===== config.mk =====
export PLATFORM = sky130hd
export DESIGN_NAME = angle_to_quadrature_encoder
export DESIGN_NICKNAME = d
export VERILOG_FILES = /design/src/rtl/a2q_pkg.sv /design/src/rtl/angle_to_quadrature_encoder.sv /design/src/rtl/a2q_rsp_buf.sv
export SDC_FILE = /design/constraint.sdc
export NUM_CORES = 1
export LEC_CHECK = 0
export BUFFER_PORTS_ARGS = -buffer_cell sky130_fd_sc_hd__buf_2
export CAP_MARGIN = 20
export CORE_MARGIN = 5
export CORE_UTILIZATION = 65
export DETAILED_ROUTE_END_ITERATION = 12
export GPL_TIMING_DRIVEN = 0
export PLACE_DENSITY_LB_ADDON = 0.3
export SLEW_MARGIN = 25
export SYNTH_ARGS = -nofsm -noshare
export SYNTH_HDL_FRONTEND = slang
export SYNTH_SLANG_ARGS = --single-unit

===== constraint.sdc =====
create_clock -name clock -period 10.3 [get_ports clock]
set_input_delay 1.03 -clock clock [delete_from_list [all_inputs] [get_ports clock]]
set_output_delay 1.03 -clock clock [all_outputs]
set_load 0.01 [all_outputs]

===== src/rtl/a2q_pkg.sv =====
package a2q_pkg;

   // Configuration register indexes (byte address / 4)
   typedef enum logic [1:0] {
      REG_AXIS_MASK      = 2'd0,
      REG_THRESHOLD_HIGH = 2'd1,
      REG_THRESHOLD_LOW  = 2'd2,
      REG_IDLE_FRAMES    = 2'd3
   } reg_index_type;

   // Field widths fixed by the stream format
   localparam int AXIS_WIDTH      = 3;
   localparam int SAMPLE_WIDTH    = 12;
   localparam int THRESHOLD_WIDTH = 11;
   localparam int IDLE_WIDTH      = 16;
   localparam int MASK_WIDTH      = 8;

   // Default parameter values
   localparam int AXIS_COUNT_DEFAULT = 8;
   localparam int ANGLE_BITS_DEFAULT = 12;

   // Register reset values
   localparam logic [MASK_WIDTH-1:0]      MASK_RESET     = 8'd0;
   localparam logic [THRESHOLD_WIDTH-1:0] THR_HIGH_RESET = 11'd1000;
   localparam logic [THRESHOLD_WIDTH-1:0] THR_LOW_RESET  = 11'd200;
   localparam logic [IDLE_WIDTH-1:0]      IDLE_RESET     = 16'd200;
   localparam logic [IDLE_WIDTH-1:0]      IDLE_MAX       = 16'hFFFF;

   // Quadrature outputs per phase, bit n is phase n
   localparam logic [3:0] QUAD_A = 4'b0011;
   localparam logic [3:0] QUAD_B = 4'b0110;

   // One result item
   typedef struct packed {
      logic                  phase_b;
      logic                  phase_a;
      logic [AXIS_WIDTH-1:0] axis_slot;
   } rsp_type;

endpackage


===== src/rtl/angle_to_quadrature_encoder.sv =====
// Angle samples in, emulated quadrature A/B per axis out.
// A result is on rsp_tvalid in the cycle after its request is accepted
// when the output register is free; it waits longer while rsp_tready is low.
// Throughput: one request per cycle; state updates in the accept cycle. While rsp
// stalls, one skid entry takes one more request, then req_tready drops.
// Reset (synchronous, active high): anchors and phases zero (all axes
// unprimed), threshold 1000, idle counter zero, registers to their defaults.
module angle_to_quadrature_encoder #(
   parameter int AXIS_COUNT = a2q_pkg::AXIS_COUNT_DEFAULT,
   parameter int ANGLE_BITS = a2q_pkg::ANGLE_BITS_DEFAULT
) (
   input  logic        clock,
   input  logic        reset,
   // request stream
   input  logic        req_tvalid,
   output logic        req_tready,
   input  logic [15:0] req_tdata,   // [2:0] axis_number, [14:3] angle_sample, [15] zero
   input  logic        req_tuser,   // [0] frame_start
   // result stream
   output logic        rsp_tvalid,
   input  logic        rsp_tready,
   output logic [7:0]  rsp_tdata,   // [2:0] axis_slot, [3] phase_a, [4] phase_b, [7:5] zero
   // configuration port
   input  logic        csr_psel,
   input  logic        csr_penable,
   input  logic        csr_pwrite,
   input  logic [3:0]  csr_paddr,
   input  logic [31:0] csr_pwdata,
   output logic [31:0] csr_prdata,
   output logic        csr_pready
);

   localparam int AW = (AXIS_COUNT > 1) ? $clog2(AXIS_COUNT) : 1;
   localparam int DW = (ANGLE_BITS + 2 > 13) ? ANGLE_BITS + 2 : 13;
   localparam logic signed [DW-1:0] ANGLE_FULL = DW'(2 ** ANGLE_BITS);
   localparam logic signed [DW-1:0] ANGLE_HALF = DW'(2 ** (ANGLE_BITS - 1));

   localparam int TW = a2q_pkg::THRESHOLD_WIDTH;
   localparam int IW = a2q_pkg::IDLE_WIDTH;

   // configuration registers
   logic [a2q_pkg::MASK_WIDTH-1:0] mask_ff;
   logic [TW-1:0]                  thr_high_ff;
   logic [TW-1:0]                  thr_low_ff;
   logic [IW-1:0]                  idle_frames_ff;

   // block state
   logic [ANGLE_BITS-1:0] anchor_ff [AXIS_COUNT];
   logic [1:0]            phase_ff  [AXIS_COUNT];
   logic [TW-1:0]         thr_ff, thr_in;
   logic [IW-1:0]         idle_ff, idle_in;

   // request fields
   logic [a2q_pkg::AXIS_WIDTH-1:0]   req_axis;
   logic [a2q_pkg::SAMPLE_WIDTH-1:0] req_angle;
   logic                             req_frame;
   logic [AW-1:0]                    axis_idx;
   logic [ANGLE_BITS-1:0]            curr;

   logic                  req_accept;
   logic                  axis_hit;
   logic                  push;
   logic                  push_ready;
   logic                  primed;
   logic [ANGLE_BITS-1:0] anchor_cur;
   logic [1:0]            phase_cur;
   logic [1:0]            phase_new;
   logic signed [DW-1:0]  delta_raw;
   logic signed [DW-1:0]  delta;
   logic signed [DW-1:0]  thr_s;
   logic                  step_up;
   logic                  step_down;
   logic                  step;
   logic [IW-1:0]         idle_inc;
   a2q_pkg::rsp_type      push_data;
   a2q_pkg::rsp_type      rsp_data;
   a2q_pkg::reg_index_type csr_index;
   logic                  csr_write;

   assign req_axis  = req_tdata[2:0];
   assign req_angle = req_tdata[14:3];
   assign req_frame = req_tuser;
   assign axis_idx  = req_axis[AW-1:0];
   assign curr      = ANGLE_BITS'(req_angle);

   assign req_accept = req_tvalid & req_tready;
   assign req_tready = push_ready;
   assign axis_hit   = (int'(req_axis) < AXIS_COUNT) && mask_ff[req_axis];
   assign push       = req_accept & axis_hit;

   assign anchor_cur = anchor_ff[axis_idx];
   assign phase_cur  = phase_ff[axis_idx];
   assign primed     = (anchor_cur != '0);

   // shortest signed delta around the circle; a half turn keeps its sign
   always_comb begin
      delta_raw = $signed(DW'(curr)) - $signed(DW'(anchor_cur));
      if (delta_raw > ANGLE_HALF) begin
         delta = delta_raw - ANGLE_FULL;
      end else if (delta_raw < -ANGLE_HALF) begin
         delta = delta_raw + ANGLE_FULL;
      end else begin
         delta = delta_raw;
      end
   end

   assign thr_s     = $signed(DW'(thr_ff));
   assign step_up   = primed && (delta > thr_s);
   assign step_down = primed && !step_up && (delta < -thr_s);
   assign step      = step_up | step_down;

   always_comb begin
      if (step_up) begin
         phase_new = phase_cur + 2'd1;
      end else if (step_down) begin
         phase_new = phase_cur - 2'd1;
      end else begin
         phase_new = phase_cur;
      end
   end

   // frame start advances the saturating idle counter first
   assign idle_inc = (req_frame && idle_ff != a2q_pkg::IDLE_MAX) ? idle_ff + 1'b1 : idle_ff;

   always_comb begin
      idle_in = idle_ff;
      thr_in  = thr_ff;
      if (req_accept) begin
         idle_in = idle_inc;
         if (push && step) begin
            idle_in = '0;
            thr_in  = thr_low_ff;
         end else if (push && primed && idle_inc > idle_frames_ff
                      && thr_ff < thr_high_ff) begin
            thr_in = thr_ff + 1'b1;
         end
      end
   end

   // result: zeros while unprimed
   always_comb begin
      push_data.axis_slot = req_axis;
      push_data.phase_a   = primed ? a2q_pkg::QUAD_A[phase_new] : 1'b0;
      push_data.phase_b   = primed ? a2q_pkg::QUAD_B[phase_new] : 1'b0;
   end

   // shared state
   always_ff @(posedge clock) begin
      if (reset) begin
         thr_ff  <= a2q_pkg::THR_HIGH_RESET;
         idle_ff <= '0;
      end else begin
         thr_ff  <= thr_in;
         idle_ff <= idle_in;
      end
   end

   // per-axis anchor and phase
   always_ff @(posedge clock) begin
      if (reset) begin
         for (int n = 0; n < AXIS_COUNT; n++) begin
            anchor_ff[n] <= '0;
            phase_ff[n]  <= '0;
         end
      end else if (push) begin
         if (!primed || step) begin
            anchor_ff[axis_idx] <= curr;
         end
         phase_ff[axis_idx] <= phase_new;
      end
   end

   // configuration port
   assign csr_pready = 1'b1;
   assign csr_write  = csr_psel & csr_penable & csr_pwrite & csr_pready;
   assign csr_index  = a2q_pkg::reg_index_type'(csr_paddr[3:2]);

   always_ff @(posedge clock) begin
      if (reset) begin
         mask_ff        <= a2q_pkg::MASK_RESET;
         thr_high_ff    <= a2q_pkg::THR_HIGH_RESET;
         thr_low_ff     <= a2q_pkg::THR_LOW_RESET;
         idle_frames_ff <= a2q_pkg::IDLE_RESET;
      end else if (csr_write) begin
         unique case (csr_index)
            a2q_pkg::REG_AXIS_MASK:      mask_ff        <= csr_pwdata[a2q_pkg::MASK_WIDTH-1:0];
            a2q_pkg::REG_THRESHOLD_HIGH: thr_high_ff    <= csr_pwdata[TW-1:0];
            a2q_pkg::REG_THRESHOLD_LOW:  thr_low_ff     <= csr_pwdata[TW-1:0];
            a2q_pkg::REG_IDLE_FRAMES:    idle_frames_ff <= csr_pwdata[IW-1:0];
            default: ;
         endcase
      end
   end

   always_comb begin
      unique case (csr_index)
         a2q_pkg::REG_AXIS_MASK:      csr_prdata = 32'(mask_ff);
         a2q_pkg::REG_THRESHOLD_HIGH: csr_prdata = 32'(thr_high_ff);
         a2q_pkg::REG_THRESHOLD_LOW:  csr_prdata = 32'(thr_low_ff);
         a2q_pkg::REG_IDLE_FRAMES:    csr_prdata = 32'(idle_frames_ff);
         default:                     csr_prdata = '0;
      endcase
   end

   // result buffer
   a2q_rsp_buf u_rsp_buf (
      .clock      (clock),
      .reset      (reset),
      .push       (push),
      .push_data  (push_data),
      .push_ready (push_ready),
      .rsp_valid  (rsp_tvalid),
      .rsp_ready  (rsp_tready),
      .rsp_data   (rsp_data)
   );

   assign rsp_tdata = {3'b000, rsp_data.phase_b, rsp_data.phase_a, rsp_data.axis_slot};

   // an accepted enabled request always leaves rsp_tvalid high next cycle
   a_push_result: assert property (@(posedge clock) disable iff (reset)
      push |=> rsp_tvalid)
      else $error("accepted request produced no result");

   // a phase step clears the idle counter and loads the low threshold
   a_step_clears_idle: assert property (@(posedge clock) disable iff (reset)
      (push && step) |=> (idle_ff == '0 && thr_ff == $past(thr_low_ff)))
      else $error("step did not reset idle state");

   // the threshold moves by at most one unless a step loaded it
   a_thr_creep: assert property (@(posedge clock) disable iff (reset)
      !(push && step) |=> (thr_ff == $past(thr_ff) || thr_ff == $past(thr_ff) + 1'b1))
      else $error("threshold jumped without a step");

   // requests are refused only while a result is pending
   a_ready_backpressure: assert property (@(posedge clock) disable iff (reset)
      !req_tready |-> rsp_tvalid)
      else $error("request blocked with no pending result");

endmodule


===== src/rtl/a2q_rsp_buf.sv =====
module a2q_rsp_buf (
   input  logic             clock,
   input  logic             reset,
   input  logic             push,
   input  a2q_pkg::rsp_type push_data,
   output logic             push_ready,
   output logic             rsp_valid,
   input  logic             rsp_ready,
   output a2q_pkg::rsp_type rsp_data
);

   logic             out_valid_ff, out_valid_in;
   logic             skid_valid_ff, skid_valid_in;
   a2q_pkg::rsp_type out_data_ff, out_data_in;
   a2q_pkg::rsp_type skid_data_ff, skid_data_in;
   logic             pop;

   assign pop        = out_valid_ff & rsp_ready;
   assign push_ready = ~skid_valid_ff;
   assign rsp_valid  = out_valid_ff;
   assign rsp_data   = out_data_ff;

   // output register with one skid entry behind it
   always_comb begin
      out_valid_in  = out_valid_ff;
      skid_valid_in = skid_valid_ff;
      out_data_in   = out_data_ff;
      skid_data_in  = skid_data_ff;
      if (skid_valid_ff) begin
         if (pop) begin
            out_data_in   = skid_data_ff;
            skid_valid_in = 1'b0;
         end
      end else if (push) begin
         if (!out_valid_ff || pop) begin
            out_data_in  = push_data;
            out_valid_in = 1'b1;
         end else begin
            skid_data_in  = push_data;
            skid_valid_in = 1'b1;
         end
      end else if (pop) begin
         out_valid_in = 1'b0;
      end
   end

   always_ff @(posedge clock) begin
      if (reset) begin
         out_valid_ff  <= 1'b0;
         skid_valid_ff <= 1'b0;
      end else begin
         out_valid_ff  <= out_valid_in;
         skid_valid_ff <= skid_valid_in;
      end
      out_data_ff  <= out_data_in;
      skid_data_ff <= skid_data_in;
   end

   // skid entry only fills behind a full output register
   a_skid_behind_out: assert property (@(posedge clock) disable iff (reset)
      skid_valid_ff |-> out_valid_ff)
      else $error("skid entry valid with empty output register");

   // a stalled result with a full skid entry keeps both
   a_skid_holds: assert property (@(posedge clock) disable iff (reset)
      (skid_valid_ff && !rsp_ready) |=> (skid_valid_ff && out_valid_ff))
      else $error("buffered result lost");

   // a push into a busy output stage lands in the skid entry
   a_push_to_skid: assert property (@(posedge clock) disable iff (reset)
      (push && !skid_valid_ff && out_valid_ff && !rsp_ready) |=> skid_valid_ff)
      else $error("request result dropped");

endmodule


==> results.json <==
{
  "gp_congestion": 0.941,
  "start_util": 0.664,
  "drc": 0,
  "clk_latency_ns": 0.45,
  "via_count": 9360,
  "dp_slack_ns": 2.45,
  "cts.path.max_buffers": 2,
  "first_pass_iters": 5,
  "cts.sinks": 197,
  "fin_crit_ns": 7.53,
  "worstSetupEndpointType": "register",
  "path_buf_inv": 6,
  "crit_required_ns": 10.50,
  "status": "completed",
  "dieArea_sq_um": 20500,
  "fillers": 1241,
  "routed_wl_um": 30300,
  "slew_headroom": 0.439,
  "max_stage_delay_ns": 0.64,
  "drtAntennaViolNets": 0,
  "maxCapViolCount": 0,
  "numCtsBuffers": 17,
  "cts_setup_buffers": 0,
  "gr-total-overflow": 0,
  "drt_iter0_markers": 946,
  "synth_edf_count": 122,
  "hold_violations": 0,
  "diodes": 0,
  "hold_ws_ns": 0.472,
  "hpwlAfterDp_um": 22000,
  "dpl_cell_area_sq_um": 12200,
  "rsz0062_at_grt": "no",
  "portBuffers": 63,
  "ir_worst_vdd_v": 0.000122,
  "setup_viol": 0,
  "cpLargestDelayFamily": "simple AND/OR/NAND/NOR gates",
  "core-area_sq_um": 17400,
  "grt_pass1_wl_um": 47600,
  "ctsHoldBuffers": 0,
  "power.leakage_uw": 0.00510,
  "cts_max_level": 4,
  "timing.fmax_mhz": 133,
  "cts_root_buf": "clkbuf_16",
  "final.setup.worst_slack_ns": 2.77,
  "first_global_vias": 9064,
  "worst_pin_slew_ns": 0.842,
  "slew_viol_final": 0,
  "cts_tree": "yes",
  "crit_slowest_cell": "or4_4",
  "synthToLayoutAreaGrowth_pct": 10.8,
  "antenna_found_initial": 0,
  "die_w_um": 143,
  "syn_area_per_cell_sq_um": 9.99,
  "async_reset_ff_frac": 0,
  "ys_ff_latch": 197,
  "grt_max_degree": 21,
  "yosysWarnings": 0,
  "post-route-cell-area_sq_um": 12800,
  "synth_cell_types": 75,
  "vias_per_cell": 6.28,
  "wl_per_cell_um": 20.3,
  "seq_area_frac_synth": 0.448,
  "startpoint_type": "input port",
  "critPathKind": "input port to register",
  "postSynthCellCount": 1153,
  "crit_path_frequent_cell": "buf_2",
  "nets": 1379,
  "p_total_uw": 1970,
  "synth_area_sq_um": 11500,
  "clkSlewWorstSetupHoldPaths_ns": 0.08,
  "power.density_nw_per_um2": 155,
  "setup_tns_ns": 0,
  "ios": 103,
  "cp_max_fo": 10,
  "hold_path.class": "register to register",
  "rows": 48,
  "worstPathArrival_ns": 7.73,
  "ys.flop_type": "edfxtp_1",
  "grt.total_usage": 0.302,
  "finalCritPeriodShare": 0.731,
  "layout-drive-gt1-share": 0.141,
  "die_h_um": 143,
  "fin_skew_ns": 0.0157,
  "ctsResizeCount": 0
}
[worst min-delay path, delay by kind of cell (launching register included)]
| family | cells | cell delay [ns] |
|---|---|---|
| DFF | 1 | 0.32 |
| and+or+nand+nor | 1 | 0.05 |
| AOI/OAI and AO/OA | 1 | 0.05 |
[area by class of cell]
class,instances,area [sq um],area share
buffer,77,382,0.0299
clock buffer,17,425,0.0333
clock inverter,15,153,0.0120
inverter,58,218,0.0170
multi-input combinational,839,5830,0.457
sequential,197,5160,0.404
tap,225,282,0.0220
timing repair buffer,63,315,0.0247
[cell usage after synthesis (all sizes together), types with 5 or more instances]
master | instances | share of area
a211o | 15 | 0.011
a211oi | 15 | 0.0098
a21o | 13 | 0.0085
a21oi | 61 | 0.026
a221o | 7 | 0.0061
a221oi | 14 | 0.011
a22o | 7 | 0.0053
a22oi | 6 | 0.0039
and2 | 90 | 0.049
and3 | 11 | 0.0060
buf | 36 | 0.020
clkbuf | 41 | 0.013
dfxtp | 75 | 0.13
edfxtp | 122 | 0.32
ha | 65 | 0.071
inv | 54 | 0.018
mux2 | 16 | 0.016
mux2i | 23 | 0.020
mux4 | 18 | 0.035
nand2 | 105 | 0.034
nand2b | 15 | 0.0081
nand3 | 34 | 0.015
nand3b | 13 | 0.0085
nand4 | 13 | 0.0071
nor2 | 90 | 0.029
nor2b | 17 | 0.0092
nor3 | 36 | 0.016
nor4 | 5 | 0.0040
o211ai | 5 | 0.0033
o21ai | 25 | 0.011
or2 | 9 | 0.0049
xnor2 | 31 | 0.024
xor2 | 8 | 0.0067
[report_power, final]
group | switching (uW) | total, uW | internal, uW | leakage, uW
Clock | 338 | 662 | 324 | 0.000286
Sequential | 14.5 | 881 | 867 | 0.00186
Combinational | 268 | 430 | 162 | 0.00296
[cells in the final DEF (no fill, tap or decap), types with 9 or more instances in the layout]
cell type  instances
and2_1            89
nand4_1           13
a211o_1           15
nor3_1            35
xnor2_1           31
a21o_1            13
nor2b_1           17
inv_1             54
mux4_2            18
nor2_1            90
buf_4             21
conb_1            20
and3_1            11
buf_2             74
nand2_1          105
o21ai_0           23
a21oi_1           61
mux2i_1           23
ha_1              65
clkbuf_1          41
clkbuf_16         17
nand3_1           34
dfxtp_1           75
edfxtp_1         122
nand3b_1          13
nand2b_1          15
a211oi_1          15
a221oi_1          14
or2_2              9
mux2_2            16
[layer usage]
metal  vias to the layer above  global-route usage  wire length (um)
li1                       4328                   -                 -
met1                      4452               0.408             12000
met2                       502               0.475             14100
met3                        78              0.0817              3330
met4                         0               0.100               817
met5                         -                   0                 0
[logic make-up (layout without fill, tap and decap cells)]
group | after synthesis | count (layout) | share of synthesized area
AOI/OAI and AO/OA | 202 | 202 | 0.121
other | 2 | 20 | 0.000652
adders and majority gates | 66 | 66 | 0.0723
buffers and inverters | 135 | 230 | 0.0520
and+or+nand+nor | 454 | 454 | 0.202
DFF | 197 | 197 | 0.448
muxes | 57 | 57 | 0.0708
xor gates and xnor gates | 40 | 40 | 0.0323
[sequential cells by signal, indices dropped and copies added, names as in the netlist]
register	flops
phase_ff	16
mask_ff	8
thr_low_ff	11
idle_ff	16
idle_frames_ff	16
thr_ff	11
u_rsp_buf.rsp_valid	1
u_rsp_buf.skid_data_ff	5
u_rsp_buf.skid_valid_ff	1
anchor_ff	96
u_rsp_buf.rsp_data	5
thr_high_ff	11
[final timing paths]
path                                      start              end  slack, ns  cells after the start
worst max register to register  anchor_ff[7][0]  anchor_ff[6][3]       3.74                     23
worst min-delay path              thr_low_ff[9]    thr_low_ff[9]       0.47                      2
worst min register to register    thr_low_ff[9]    thr_low_ff[9]       0.47                      2
worst max-delay path               req_tdata[1]  anchor_ff[6][3]       2.77                     26
[through the flow]
step | utilization | instances
floorplan | - | 1171
global placement | 0.702 | 1459
detailed placement | 0.702 | 1459
CTS | 0.736 | 1491
global route | 0.736 | 1491
finish | 0.736 | 1491
Power figures use the tool's default switching activity.
